--- src/hdl/lss_pkg.sv ---
// ============================================================================
// lss_pkg
// Shared types and constants for the link session supervisor: event codes,
// link state encoding and the decoded command that moves front to back.
// ============================================================================
package lss_pkg;

    localparam int unsigned ID_W      = 8;
    localparam int unsigned TIME_W    = 32;
    localparam int unsigned COUNT_W   = 32;
    localparam int unsigned TIMEOUT_W = 16;

    localparam logic [TIMEOUT_W-1:0] TIMEOUT_RESET = 16'd3000;
    localparam logic [COUNT_W-1:0]   COUNT_MAX     = '1;

    // Event codes as carried on the action field
    typedef enum logic [2:0] {
        OP_CONNECT    = 3'd0,
        OP_DISCONNECT = 3'd1,
        OP_HEARTBEAT  = 3'd2,
        OP_ROUTE      = 3'd3,
        OP_MARK_LOST  = 3'd4,
        OP_RECOVER    = 3'd5,
        OP_RESTORE    = 3'd6,
        OP_QUERY      = 3'd7
    } op_t;

    // Link state encoding; degraded is encoded but never entered
    typedef enum logic [2:0] {
        ST_DISCONNECTED = 3'd0,
        ST_CONNECTED    = 3'd1,
        ST_DEGRADED     = 3'd2,
        ST_LOST         = 3'd3,
        ST_RECOVERING   = 3'd4
    } link_state_t;

    // Classified request handed from front to back
    typedef struct packed {
        op_t               op;
        logic [ID_W-1:0]   sys_id;
        logic [ID_W-1:0]   comp_id;
        logic              ident_ok;    // complete identity with v2 and dialect
        logic              restore_ok;  // v2 and dialect, completeness not needed
        logic              msg_ok;      // decodable, supported, right type
        logic [TIME_W-1:0] time_ms;
    } cmd_t;

endpackage

--- src/hdl/lss_front.sv ---
// ============================================================================
// lss_front
// Accepts input requests and classifies them into a command: decodes the
// event code and folds the identity and message flags into pass/fail bits.
// ============================================================================
module lss_front
    import lss_pkg::*;
(
    input  logic              in_valid,
    output logic              in_stall,
    input  logic [2:0]        action,
    input  logic [ID_W-1:0]   system_id,
    input  logic [ID_W-1:0]   component_id,
    input  logic              identity_complete,
    input  logic              protocol_v2,
    input  logic              dialect_present,
    input  logic              is_heartbeat,
    input  logic              malformed,
    input  logic              supported,
    input  logic [TIME_W-1:0] time_ms,
    input  logic              queue_full,
    output logic              push,
    output cmd_t              cmd
);

    op_t op;

    // Hold the sender off while the queue has no room
    assign in_stall = queue_full;
    assign push     = in_valid && !queue_full;

    // Classify the request
    always_comb
    begin
        op = op_t'(action);
        cmd.op         = op;
        cmd.sys_id     = system_id;
        cmd.comp_id    = component_id;
        cmd.ident_ok   = identity_complete && protocol_v2 && dialect_present;
        cmd.restore_ok = protocol_v2 && dialect_present;
        cmd.time_ms    = time_ms;
        case (op)
            OP_HEARTBEAT: cmd.msg_ok = is_heartbeat && !malformed && supported;
            OP_ROUTE:     cmd.msg_ok = !malformed && supported;
            default:      cmd.msg_ok = 1'b0;
        endcase
    end

endmodule

--- src/hdl/lss_queue.sv ---
// ============================================================================
// lss_queue
// Short command queue between front and back so each side stalls on its own.
// Push and pop may happen in the same cycle.
// ============================================================================
module lss_queue
    import lss_pkg::*;
#(
    parameter int unsigned DEPTH = 2
)
(
    input  logic clk,
    input  logic rst_n,
    input  logic push,
    input  cmd_t push_cmd,
    output logic full,
    input  logic pop,
    output logic not_empty,
    output cmd_t head_cmd
);

    localparam int unsigned PTR_W = (DEPTH > 1) ? $clog2(DEPTH) : 1;
    localparam int unsigned CNT_W = $clog2(DEPTH + 1);
    localparam logic [PTR_W-1:0] LAST_PTR = PTR_W'(DEPTH - 1);
    localparam logic [CNT_W-1:0] FULL_CNT = CNT_W'(DEPTH);

    cmd_t             entry_reg [DEPTH];
    logic [PTR_W-1:0] wr_ptr_reg, wr_ptr_next;
    logic [PTR_W-1:0] rd_ptr_reg, rd_ptr_next;
    logic [CNT_W-1:0] count_reg, count_next;

    assign full      = (count_reg == FULL_CNT);
    assign not_empty = (count_reg != '0);
    assign head_cmd  = entry_reg[rd_ptr_reg];

    // Advance pointers and occupancy
    always_comb
    begin
        wr_ptr_next = wr_ptr_reg;
        rd_ptr_next = rd_ptr_reg;
        count_next  = count_reg;
        if (push)
        begin
            wr_ptr_next = (wr_ptr_reg == LAST_PTR) ? '0 : wr_ptr_reg + 1'b1;
        end
        if (pop)
        begin
            rd_ptr_next = (rd_ptr_reg == LAST_PTR) ? '0 : rd_ptr_reg + 1'b1;
        end
        if (push && !pop)
        begin
            count_next = count_reg + 1'b1;
        end
        else if (pop && !push)
        begin
            count_next = count_reg - 1'b1;
        end
    end

    always_ff @(posedge clk or negedge rst_n)
    begin
        if (!rst_n)
        begin
            wr_ptr_reg <= '0;
            rd_ptr_reg <= '0;
            count_reg  <= '0;
        end
        else
        begin
            wr_ptr_reg <= wr_ptr_next;
            rd_ptr_reg <= rd_ptr_next;
            count_reg  <= count_next;
        end
    end

    // Store the incoming command
    always_ff @(posedge clk)
    begin
        if (push)
        begin
            entry_reg[wr_ptr_reg] <= push_cmd;
        end
    end

endmodule

--- src/hdl/lss_back.sv ---
// ============================================================================
// lss_back
// Executes commands against the session state, updates the saturating
// counts and loads the result into the output register.
// ============================================================================
module lss_back
    import lss_pkg::*;
(
    input  logic                 clk,
    input  logic                 rst_n,
    input  logic                 cfg_wr_en,
    input  logic [TIMEOUT_W-1:0] cfg_wr_data,
    input  logic                 cmd_avail,
    input  cmd_t                 cmd,
    output logic                 pop,
    output logic                 out_valid,
    input  logic                 out_stall,
    output logic                 ok,
    output logic [2:0]           link_state,
    output logic                 heartbeat_fresh,
    output logic [COUNT_W-1:0]   accepted_count,
    output logic [COUNT_W-1:0]   rejected_count
);

    link_state_t          state_reg, state_next;
    logic [ID_W-1:0]      bound_sys_reg, bound_sys_next;
    logic [ID_W-1:0]      bound_comp_reg, bound_comp_next;
    logic [TIME_W-1:0]    beat_time_reg, beat_time_next;
    logic                 beat_valid_reg, beat_valid_next;
    logic [COUNT_W-1:0]   acc_reg, acc_next;
    logic [COUNT_W-1:0]   rej_reg, rej_next;
    logic [TIMEOUT_W-1:0] timeout_reg;

    logic                 out_valid_reg;
    logic                 ok_reg, ok_next;
    logic                 fresh_reg, fresh_next;
    link_state_t          out_state_reg;

    logic                 open_sess;
    logic                 src_match;
    logic                 count_acc;
    logic                 count_rej;
    logic [TIME_W-1:0]    age;

    // Take a command when the output register is free or being drained
    assign pop = cmd_avail && (!out_valid_reg || !out_stall);

    assign open_sess = (state_reg == ST_CONNECTED) || (state_reg == ST_RECOVERING);
    assign src_match = (cmd.sys_id == bound_sys_reg) && (cmd.comp_id == bound_comp_reg);

    // Next session state and verdict
    always_comb
    begin
        state_next      = state_reg;
        bound_sys_next  = bound_sys_reg;
        bound_comp_next = bound_comp_reg;
        beat_time_next  = beat_time_reg;
        beat_valid_next = beat_valid_reg;
        ok_next         = 1'b1;
        count_acc       = 1'b0;
        count_rej       = 1'b0;
        case (cmd.op)
            OP_CONNECT:
            begin
                if (cmd.ident_ok)
                begin
                    bound_sys_next  = cmd.sys_id;
                    bound_comp_next = cmd.comp_id;
                    state_next      = ST_CONNECTED;
                    beat_valid_next = 1'b0;
                end
                else
                begin
                    state_next = ST_DISCONNECTED;
                    ok_next    = 1'b0;
                end
            end
            OP_DISCONNECT:
            begin
                state_next      = ST_DISCONNECTED;
                beat_valid_next = 1'b0;
            end
            OP_HEARTBEAT:
            begin
                ok_next = open_sess && cmd.msg_ok && src_match;
                if (ok_next)
                begin
                    beat_time_next  = cmd.time_ms;
                    beat_valid_next = 1'b1;
                    state_next      = ST_CONNECTED;
                    count_acc       = 1'b1;
                end
                else
                begin
                    count_rej = 1'b1;
                end
            end
            OP_ROUTE:
            begin
                ok_next   = open_sess && cmd.msg_ok && src_match;
                count_acc = ok_next;
                count_rej = !ok_next;
            end
            OP_MARK_LOST:
            begin
                if (state_reg inside {ST_CONNECTED, ST_DEGRADED})
                begin
                    state_next = ST_LOST;
                end
            end
            OP_RECOVER:
            begin
                ok_next = (state_reg == ST_LOST);
                if (ok_next)
                begin
                    state_next      = ST_RECOVERING;
                    beat_valid_next = 1'b0;
                end
            end
            OP_RESTORE:
            begin
                ok_next = (state_reg == ST_RECOVERING) && src_match && cmd.restore_ok;
                if (ok_next)
                begin
                    state_next = ST_CONNECTED;
                end
            end
            default:
            begin
                ok_next = 1'b1;
            end
        endcase

        // Saturating counts
        acc_next = acc_reg;
        rej_next = rej_reg;
        if (count_acc && (acc_reg != COUNT_MAX))
        begin
            acc_next = acc_reg + 1'b1;
        end
        if (count_rej && (rej_reg != COUNT_MAX))
        begin
            rej_next = rej_reg + 1'b1;
        end

        // Freshness against the updated heartbeat
        age        = cmd.time_ms - beat_time_next;
        fresh_next = beat_valid_next && (cmd.time_ms >= beat_time_next)
                     && (age <= {{(TIME_W-TIMEOUT_W){1'b0}}, timeout_reg});
    end

    // Session state and timeout register
    always_ff @(posedge clk or negedge rst_n)
    begin
        if (!rst_n)
        begin
            state_reg      <= ST_DISCONNECTED;
            bound_sys_reg  <= '0;
            bound_comp_reg <= '0;
            beat_time_reg  <= '0;
            beat_valid_reg <= 1'b0;
            acc_reg        <= '0;
            rej_reg        <= '0;
            timeout_reg    <= TIMEOUT_RESET;
        end
        else
        begin
            if (cfg_wr_en)
            begin
                timeout_reg <= cfg_wr_data;
            end
            if (pop)
            begin
                state_reg      <= state_next;
                bound_sys_reg  <= bound_sys_next;
                bound_comp_reg <= bound_comp_next;
                beat_time_reg  <= beat_time_next;
                beat_valid_reg <= beat_valid_next;
                acc_reg        <= acc_next;
                rej_reg        <= rej_next;
            end
        end
    end

    // Output register valid flag
    always_ff @(posedge clk or negedge rst_n)
    begin
        if (!rst_n)
        begin
            out_valid_reg <= 1'b0;
        end
        else if (pop)
        begin
            out_valid_reg <= 1'b1;
        end
        else if (!out_stall)
        begin
            out_valid_reg <= 1'b0;
        end
    end

    // Load result payload
    always_ff @(posedge clk)
    begin
        if (pop)
        begin
            ok_reg        <= ok_next;
            out_state_reg <= state_next;
            fresh_reg     <= fresh_next;
        end
    end

    assign out_valid       = out_valid_reg;
    assign ok              = ok_reg;
    assign link_state      = out_state_reg;
    assign heartbeat_fresh = fresh_reg;
    assign accepted_count  = acc_reg;
    assign rejected_count  = rej_reg;

endmodule

--- src/hdl/link_session_supervisor_top.sv ---
// Flow: an accepted request is written into the queue, then executed by the back end,
// which loads its result into the output register and raises out_valid.
// Throughput: one request per cycle unless the queue is full or the output stalls;
// the command queue absorbs output stalls up to its depth.
// Reset: asynchronous, active low; link disconnected, ids, heartbeat and counts
// cleared, heartbeat timeout 3000 ms, queue and output register empty.
// ============================================================================
// link_session_supervisor_top
// Telemetry-link session supervisor: front classifies events, a short queue
// decouples it from the back end that runs the session state machine.
// ============================================================================
module link_session_supervisor_top
    import lss_pkg::*;
#(
    parameter int unsigned QUEUE_DEPTH = 2
)
(
    input  logic                 clk,
    input  logic                 rst_n,
    input  logic                 cfg_wr_en,
    input  logic [TIMEOUT_W-1:0] cfg_wr_data,
    input  logic                 in_valid,
    output logic                 in_stall,
    input  logic [2:0]           action,
    input  logic [ID_W-1:0]      system_id,
    input  logic [ID_W-1:0]      component_id,
    input  logic                 identity_complete,
    input  logic                 protocol_v2,
    input  logic                 dialect_present,
    input  logic                 is_heartbeat,
    input  logic                 malformed,
    input  logic                 supported,
    input  logic [TIME_W-1:0]    time_ms,
    output logic                 out_valid,
    input  logic                 out_stall,
    output logic                 ok,
    output logic [2:0]           link_state,
    output logic                 heartbeat_fresh,
    output logic [COUNT_W-1:0]   accepted_count,
    output logic [COUNT_W-1:0]   rejected_count
);

    logic push;
    logic pop;
    logic q_full;
    logic q_not_empty;
    cmd_t front_cmd;
    cmd_t head_cmd;

    lss_front u_front (
        .in_valid          (in_valid),
        .in_stall          (in_stall),
        .action            (action),
        .system_id         (system_id),
        .component_id      (component_id),
        .identity_complete (identity_complete),
        .protocol_v2       (protocol_v2),
        .dialect_present   (dialect_present),
        .is_heartbeat      (is_heartbeat),
        .malformed         (malformed),
        .supported         (supported),
        .time_ms           (time_ms),
        .queue_full        (q_full),
        .push              (push),
        .cmd               (front_cmd)
    );

    lss_queue #(
        .DEPTH (QUEUE_DEPTH)
    ) u_queue (
        .clk       (clk),
        .rst_n     (rst_n),
        .push      (push),
        .push_cmd  (front_cmd),
        .full      (q_full),
        .pop       (pop),
        .not_empty (q_not_empty),
        .head_cmd  (head_cmd)
    );

    lss_back u_back (
        .clk             (clk),
        .rst_n           (rst_n),
        .cfg_wr_en       (cfg_wr_en),
        .cfg_wr_data     (cfg_wr_data),
        .cmd_avail       (q_not_empty),
        .cmd             (head_cmd),
        .pop             (pop),
        .out_valid       (out_valid),
        .out_stall       (out_stall),
        .ok              (ok),
        .link_state      (link_state),
        .heartbeat_fresh (heartbeat_fresh),
        .accepted_count  (accepted_count),
        .rejected_count  (rejected_count)
    );

endmodule
--- config.mk ---
export PLATFORM = sky130hd
export DESIGN_NAME = link_session_supervisor_top
export DESIGN_NICKNAME = d
export VERILOG_FILES = /design/src/hdl/lss_pkg.sv /design/src/hdl/lss_front.sv /design/src/hdl/lss_queue.sv /design/src/hdl/lss_back.sv /design/src/hdl/link_session_supervisor_top.sv
export SDC_FILE = /design/constraint.sdc
export NUM_CORES = 1
export LEC_CHECK = 0
export BUFFER_PORTS_ARGS = -buffer_cell sky130_fd_sc_hd__buf_2
export CORE_MARGIN = 10
export CORE_UTILIZATION = 59
export DETAILED_ROUTE_END_ITERATION = 8
export PLACE_DENSITY = 0.81
export SYNTH_ARGS = -nofsm -noshare
export SYNTH_HDL_FRONTEND = slang
export SYNTH_SLANG_ARGS = --single-unit
--- constraint.sdc ---
create_clock -name clk -period 7.5 [get_ports clk]
set_clock_uncertainty 0.2 [all_clocks]
set_input_delay 1.5 -clock clk [delete_from_list [all_inputs] [get_ports clk]]
set_output_delay 1.5 -clock clk [all_outputs]
set_load 0.05 [all_outputs]
==> impl_metrics.json, run 1 <==
{
  "status": "completed",
  "cp_max_fo": 27,
  "routedWlPerCell_um": 18.24,
  "grt_pass1_wl_mm": 48.49,
  "synthCells": 1171,
  "relSlewSlack_pct": 34.37,
  "synthesis.area_um2": 12970,
  "worstMarginPinSlew_ns": 0.9817,
  "syn-num-nets": 1293,
  "place.port_buffers": 148,
  "maxCapViolCount": 0,
  "crit_path_end_kind": "register",
  "grt_max_degree": 74,
  "rsz0062_at_grt": "false",
  "holdBufCountCts": 0,
  "core_um2": 21760,
  "final.setup.tns_ns": 0,
  "critPathSlowestCell": "dfrtp_4",
  "arrival_ns": 7.12,
  "die_w_um": 168.3,
  "avgSynthCellArea_um2": 11.08,
  "clkSinkCount": 250,
  "maxSlewViolCount": 0,
  "crit_type": "register to register",
  "synth_compound_area_share_pct": 11.82,
  "finalWirelength_mm": 29.51,
  "clockBufferDepth": 3,
  "final_nets": 1438,
  "leakage_nw": 6.198,
  "fin_crit_sh_pct": 92.10,
  "ios": 149,
  "post-place-ws_ns": 0.5252,
  "powerDensity_nw_per_um2": 351.6,
  "synthSimpleGateAreaFrac_pct": 13.48,
  "ir_worst_vdd_v": 0.0002201,
  "setup_viol": 0,
  "synth_cell_types": 73,
  "start_util_pct": 59.63,
  "grt_pass1_vias": 9390,
  "postCtsSetupBuffers": 0,
  "synth_top_family_by_area": "simple AND/OR/NAND/NOR gates",
  "hold_viol": 0,
  "dieHeight_um": 168.3,
  "fmax_ghz": 0.1448,
  "antenna_found_initial": 2,
  "async_reset_ff_share_pct": 54.80,
  "vias": 9477,
  "finalWorstSetupSlack_ns": 0.5928,
  "ys.flop_type": "dfrtp_1",
  "critPathRequiredTime_ns": 7.71,
  "htreeDepth": 1,
  "insertion_delay_ns": 0.55,
  "area_growth_pct": 14.48,
  "synth.mux.area_fraction_pct": 7.542,
  "cts.clk_slew.worst_paths_ns": 0.07,
  "synth_seq_cells": 250,
  "yosysSeqAreaShare_pct": 52.65,
  "ys_warn_count": 0,
  "largest_reg_flops": 108,
  "cts_buffers": 26,
  "worstPathCellList": "mux2i_1 -> nand2_1 -> or3_1 -> nor2_4 -> mux2i_1 -> ha_1 -> a21oi_1 -> nor2b_1 -> a32oi_1 -> maj3_1 -> a21oi_2 -> nor2_1 -> o21ai_0 -> xor2_1 -> ha_1 -> a211o_1 -> a221oi_1 -> o21ai_0 -> a31oi_1 -> o221ai_1 -> nor4_1 -> nand4_1 -> nor4_2 -> o2111a_1",
  "period_needed_ns": 6.907,
  "cts_resized": 0,
  "synth_xor_area_share_pct": 7.629,
  "cts_tree": "yes",
  "hp-class": "register to register",
  "synth_edf_count": 113,
  "first_pass_iters": 5,
  "synth_adder_area_share_pct": 4.398,
  "routabilityCongestion": 0.9734,
  "via_per_inst": 5.857,
  "die_area_um2": 28320,
  "cp-start-kind": "register",
  "grt-ovfl-total": 0,
  "num-fill-cells": 1602,
  "ant_nets": 0,
  "row_count": 54,
  "drt_first_iter_violations": 688,
  "grt_use_total_pct": 20.40,
  "drc": 0,
  "cp_slowest_stage_delay_ns": 0.71,
  "drive_gt1_share_pct": 20.58,
  "dp_hpwl_mm": 20.95,
  "root_buffer": "clkbuf_16"
}
==> cells by family after synthesis <==
kind of cell / count (synthesis)
flops: 250
fa+ha+maj: 46
compound gates: 243
xor+xnor: 113
simple gates: 356
mux: 89
buf+inv: 74
==> synth_stat cells, drive strengths merged, types with 4 or more instances <==
cell type,count,share of area (%)
nand2,151,4.4
dfrtp,130,25
edfxtp,113,26
o21ai,105,4.1
xnor2,94,6.3
mux2i,57,4.8
nor2,45,1.3
ha,44,4.2
nand3,41,1.6
a21oi,36,1.4
nand4,35,1.7
mux2,32,2.8
clkbuf,30,0.87
a21o,29,1.7
inv,29,0.84
xor2,19,1.3
and3,17,0.82
buf,14,0.73
nor4,13,0.96
nor3,12,0.50
a31oi,10,0.48
o21a,10,0.58
a211oi,9,0.52
nor2b,9,0.43
and2,7,0.34
and4,7,0.47
dfstp,7,1.4
nand2b,7,0.34
o221ai,5,0.34
o31ai,5,0.43
a22oi,4,0.23
or3,4,0.19
==> critical path, delay by kind of cell, from the launching register on <==
family	cells	cell delay [ns]
AO/OA/AOI/OAI	10	1.97
AND/OR/NAND/NOR	8	1.95
adder cells (fa/ha/maj)	3	1.02
multiplexers	2	0.76
flip-flops	1	0.71
XOR/XNOR	1	0.18
==> cell type report <==
type	instances	area, um^2	share of cell area, %
Antenna cell	2	5.005	0.03370
Clock buffer	34	720.7	4.853
Clock inverter	14	133.9	0.9015
Inverter	30	112.6	0.7583
Multi-Input combinational cell	847	5849	39.39
Sequential cell	250	6834	46.02
Tap cell	280	350.3	2.359
Timing Repair Buffer	161	844.6	5.687
==> layer usage <==
| metal | share of wire, % | track usage, % | up-vias |
|---|---|---|---|
| met4 | 2.1 | 5.640 | 0 |
| met2 | 45 | 31.07 | 324 |
| met3 | 8.5 | 5.425 | 53 |
| li1 | - | - | 4566 |
| met1 | 45 | 28.22 | 4534 |
| met5 | 0 | 0 | - |
==> report_power, final <==
part / switching, mW / internal (mW)
logic: 1.28 / 0.814
clock network: 0.552 / 0.719
registers: 0.152 / 1.70
total: 1.99 / 3.23
==> path summary, 6_finish.rpt <==
| path | endpoint | slack [ns] | cells past startpoint | startpoint |
|---|---|---|---|---|
| max in group asynchronous | u_queue.rd_ptr_reg | 4.92 | 2 | rst_n |
| setup / recovery | u_back.heartbeat_fresh | 0.59 | 24 | u_queue.rd_ptr_reg |
| hold reg to reg | u_back.beat_time_reg[26] | 0.28 | 2 | u_back.beat_time_reg[26] |
| min in group asynchronous | u_back.accepted_count[8] | 0.76 | 1 | rst_n |
| setup reg to reg | u_back.heartbeat_fresh | 0.59 | 24 | u_queue.rd_ptr_reg |
| hold / removal | u_back.beat_time_reg[26] | 0.28 | 2 | u_back.beat_time_reg[26] |
==> per-stage QoR <==
stage                     util (%)  instances  cell area, um^2  hold slack, ns  power, mW
final                        68.26       1618            14850          0.2814      5.221
after global routing         68.25       1617            14850          0.3086      5.533
after CTS                    68.23       1616            14840          0.2864      5.229
after detailed placement     64.30       1568            13990          0.2694      3.945
after global placement       64.30       1568            13990          0.2621      3.903
after floorplan                  -       1171            12970          0.2456      3.449
==> layout by cell type (no fill, tap or decap), types with 10 or more instances in the layout <==
cell type  synthesis  layout
nand2_1          150     150
buf_2              4     147
dfrtp_1          130     129
edfxtp_1         113     113
o21ai_0          100     100
xnor2_1           94      94
mux2i_1           49      49
ha_1              44      44
nor2_1            45      43
nand3_1           41      41
nand4_1           35      35
a21oi_1           34      34
mux2_2            32      32
inv_1             29      29
a21o_1            29      29
clkbuf_16          0      26
xor2_1            19      19
and3_1            17      16
buf_4              2      13
nor3_1            11      11
o21a_1            10      10
a31oi_1           10      10
Power figures use the tool's default switching activity.
==> run 2: changes to the inputs <==
- CORE_MARGIN: 10 -> default
- PLACE_DENSITY: 0.81 -> 0.76
- SYNTH_HIERARCHICAL: default -> 1
==> run 2 against run 1 <==
Effect of this change:
- the flow now finishes with violations (design-rule violations)
- largest power group unchanged
- combinational power down 2%
- largest cell class unchanged
- wire length decreased by 9.9%
- highest routed layer unchanged
- cell area shrank 0.77%
- synthesized area rose by 2.6%
- sequential share of layout area is 0.36 points higher
- critical path depth unchanged
- total power fell by 0.30%
- clock-buffer cell count is 1 lower
==> impl_metrics.json, run 2 <==
{
  "wl_met3_um": 999,
  "leakage_nw": 6.417,
  "cp-start-kind": "register",
  "relSlewSlack_pct": 40.85,
  "clkSinkCount": 250,
  "row_count": 54,
  "synth_top_area_share_pct": 25.50,
  "routedWlPerCell_um": 17.23,
  "p_comb_share_pct": 39.3,
  "insertion_delay_ns": 0.54,
  "violations": "design-rule violations",
  "crit_path_end_kind": "register",
  "die_area_um2": 23160,
  "ios": 149,
  "p_sw_mw": 1.869,
  "pwr-share-seq_pct": 35.3,
  "htreeDepth": 1,
  "num-fill-cells": 1649,
  "final_common_cell": "buf_2",
  "avgSynthCellArea_um2": 11.65,
  "dp.cells": 1492,
  "total_power_mw": 5.205,
  "dieHeight_um": 152.2,
  "cp_max_fo": 25,
  "final.setup.tns_ns": 0,
  "arrival_ns": 7.13,
  "yosysSeqAreaShare_pct": 51.33,
  "place.port_buffers": 148,
  "finalHoldWorstSlack_ns": 0.2762,
  "met2_length_mm": 13.02,
  "fin_crit_sh_pct": 92.71,
  "crit_type": "register to register",
  "synth.most_common_cell": "nand2_1",
  "p_int_mw": 3.336,
  "ys.flop_type": "dfrtp_1",
  "core_um2": 21960,
  "wirelength_met1_mm": 11.82,
  "drt_first_iter_violations": 587,
  "via_per_inst": 5.630,
  "cp-startpoint": "u_queue/rd_ptr_reg",
  "area_growth_pct": 10.74,
  "routabilityCongestion": 0.8958,
  "fmax_ghz": 0.1438,
  "status": "complete, but fails checks",
  "synth_top_area_cell": "edfxtp_1",
  "drc": 5,
  "dpl-instance-area_um2": 13850,
  "synth_seq_cells": 250,
  "async_reset_ff_share_pct": 54.80,
  "final_nets": 1372,
  "start_util_pct": 60.60,
  "cts.clk_slew.worst_paths_ns": 0.06,
  "powerDensity_nw_per_um2": 353.2,
  "grt_pass1_vias": 8766,
  "r2r-start": "u_queue/rd_ptr_reg",
  "syn-num-nets": 1273,
  "ys_warn_count": 6,
  "layout.cells.non_filler": 1544,
  "top_layer": "met4",
  "first_pass_iters": 7,
  "die_w_um": 152.2,
  "maxCapViolCount": 0,
  "dp_hpwl_mm": 18.83,
  "final_cell_mix": "147 x buf_2, 131 x nand2_1, 129 x dfrtp_1",
  "worstMarginPinSlew_ns": 0.8846,
  "postCtsSetupBuffers": 0,
  "vias": 8692,
  "antenna_found_initial": 2,
  "synth_cell_types": 74,
  "clockBufferDepth": 3,
  "grt-ovfl-total": 0,
  "ir_worst_vdd_v": 0.0002972,
  "swShare_pct": 35.90,
  "cts_tree": "yes",
  "holdBufCountCts": 0,
  "hp-class": "register to register",
  "drive_gt1_share_pct": 24.33,
  "root_buffer": "clkbuf_16",
  "grt_use_total_pct": 23.35,
  "synthTopCellsByArea": "edfxtp_1 25%, dfrtp_1 24%, mux2_4 5.5%, ha_1 4.9%, xnor2_1 4.1%",
  "hold_viol": 0,
  "largest_reg_flops": 108,
  "synthesis.area_um2": 13310,
  "period_needed_ns": 6.953,
  "cts_buffers": 27,
  "rsz0062_at_grt": "false",
  "hp-start": "u_back/beat_time_reg[28]",
  "maxSlewViolCount": 0,
  "p_clk_share_pct": 25.3,
  "final_area_um2": 14740,
  "critPathRequiredTime_ns": 7.67,
  "cts_resized": 0,
  "setup_viol": 0,
  "synthCells": 1142,
  "ys_top_cells_by_count": "132 x nand2_1, 130 x dfrtp_1, 113 x edfxtp_1, 76 x o21ai_0, 62 x xnor2_1",
  "grt_pass1_wl_mm": 43.96,
  "grt_max_degree": 74,
  "synth_edf_count": 113,
  "finalWirelength_mm": 26.60,
  "ant_nets": 0
}
-- run 2: cell types whose count changed after synthesis, sizes merged, moves of 14 or more --
cell	previous run	this run
mux2	32	75
buf	14	67
xnor2	94	62
o21ai	105	78
xor2	19	47
a21oi	36	50
a21o	29	14
nand2	151	134
mux2i	57	33
-- run 2: final timing paths --
path	endpoint	depth (start not counted)	slack [ns]
setup / recovery	u_back/heartbeat_fresh	24	0.55
min in group asynchronous	u_back/timeout_reg[15]	1	0.77
hold reg to reg	u_back/beat_time_reg[28]	2	0.28
setup reg to reg	u_back/heartbeat_fresh	24	0.55
hold / removal	u_back/beat_time_reg[28]	2	0.28
max in group asynchronous	u_back/out_valid	2	4.98
-- run 2: final cells by class --
| type | instances | area [um^2] | area share (%) |
|---|---|---|---|
| multi-input cells | 777 | 5751 | 39.02 |
| inverters | 30 | 112.6 | 0.7641 |
| diodes | 2 | 5.005 | 0.03396 |
| clock buffers | 33 | 718.2 | 4.874 |
| flip-flops and latches | 250 | 6834 | 46.37 |
| clock inverters | 17 | 166.4 | 1.129 |
| well taps | 280 | 350.3 | 2.377 |
| repair buffers | 155 | 799.5 | 5.425 |
-- run 2: stage by stage --
step / util, % / worst slack [ns]
3_3_place_gp: 63.06 / 0.8296
5_1_grt: 67.11 / 0.05757
4_1_cts: 67.09 / 0.5744
2_1_floorplan: - / 1.563
3_5_place_dp: 63.06 / 0.6541
6_report: 67.11 / 0.5469
-- run 2: critical path, cell delays in order (launching register included) --
cell      delay (ns)
dfrtp_4         0.71
mux2_2          0.41
xor2_1          0.15
nor4_1          0.31
nand3_1         0.23
nor4_4          0.50
and2_2          0.26
buf_4           0.28
mux2i_1         0.30
inv_1           0.09
fa_1            0.42
nand2b_1        0.19
a21oi_2         0.17
nor2_1          0.09
o21ai_0         0.27
nand3_1         0.11
nand2_1         0.09
xor2_1          0.07
ha_1            0.32
nand4_1         0.14
or4_1           0.53
a211oi_1        0.32
nand4b_1        0.12
nand4b_1        0.20
nor4_2          0.27
-- run 2: metal layers --
layer / vias to the layer above / track usage [%]
li1: 4227 / -
met1: 4196 / 30.61
met2: 217 / 40.49
met3: 52 / 2.787
met4: 0 / 7.726
met5: - / 0
-- run 2: logic make-up after synthesis --
family | share of synthesized area, %
flip-flops | 51.33
XOR/XNOR | 7.174
buffers and inverters | 5.557
AO/OA/AOI/OAI | 8.481
multiplexers | 10.21
adder cells (fa/ha/maj) | 5.039
AND/OR/NAND/NOR | 12.21
-- run 2: power groups by stage --
| stage | Combinational, mW | Sequential [mW] | Clock (mW) |
|---|---|---|---|
| 6_report | 2.05 | 1.84 | 1.32 |
| 4_1_cts | 2.04 | 1.84 | 1.35 |
| 5_1_grt | 2.25 | 1.86 | 1.40 |
| 3_3_place_gp | 2.00 | 1.85 | 0 |
| 2_1_floorplan | 1.61 | 1.89 | 0 |
| 3_5_place_dp | 2.03 | 1.86 | 0 |
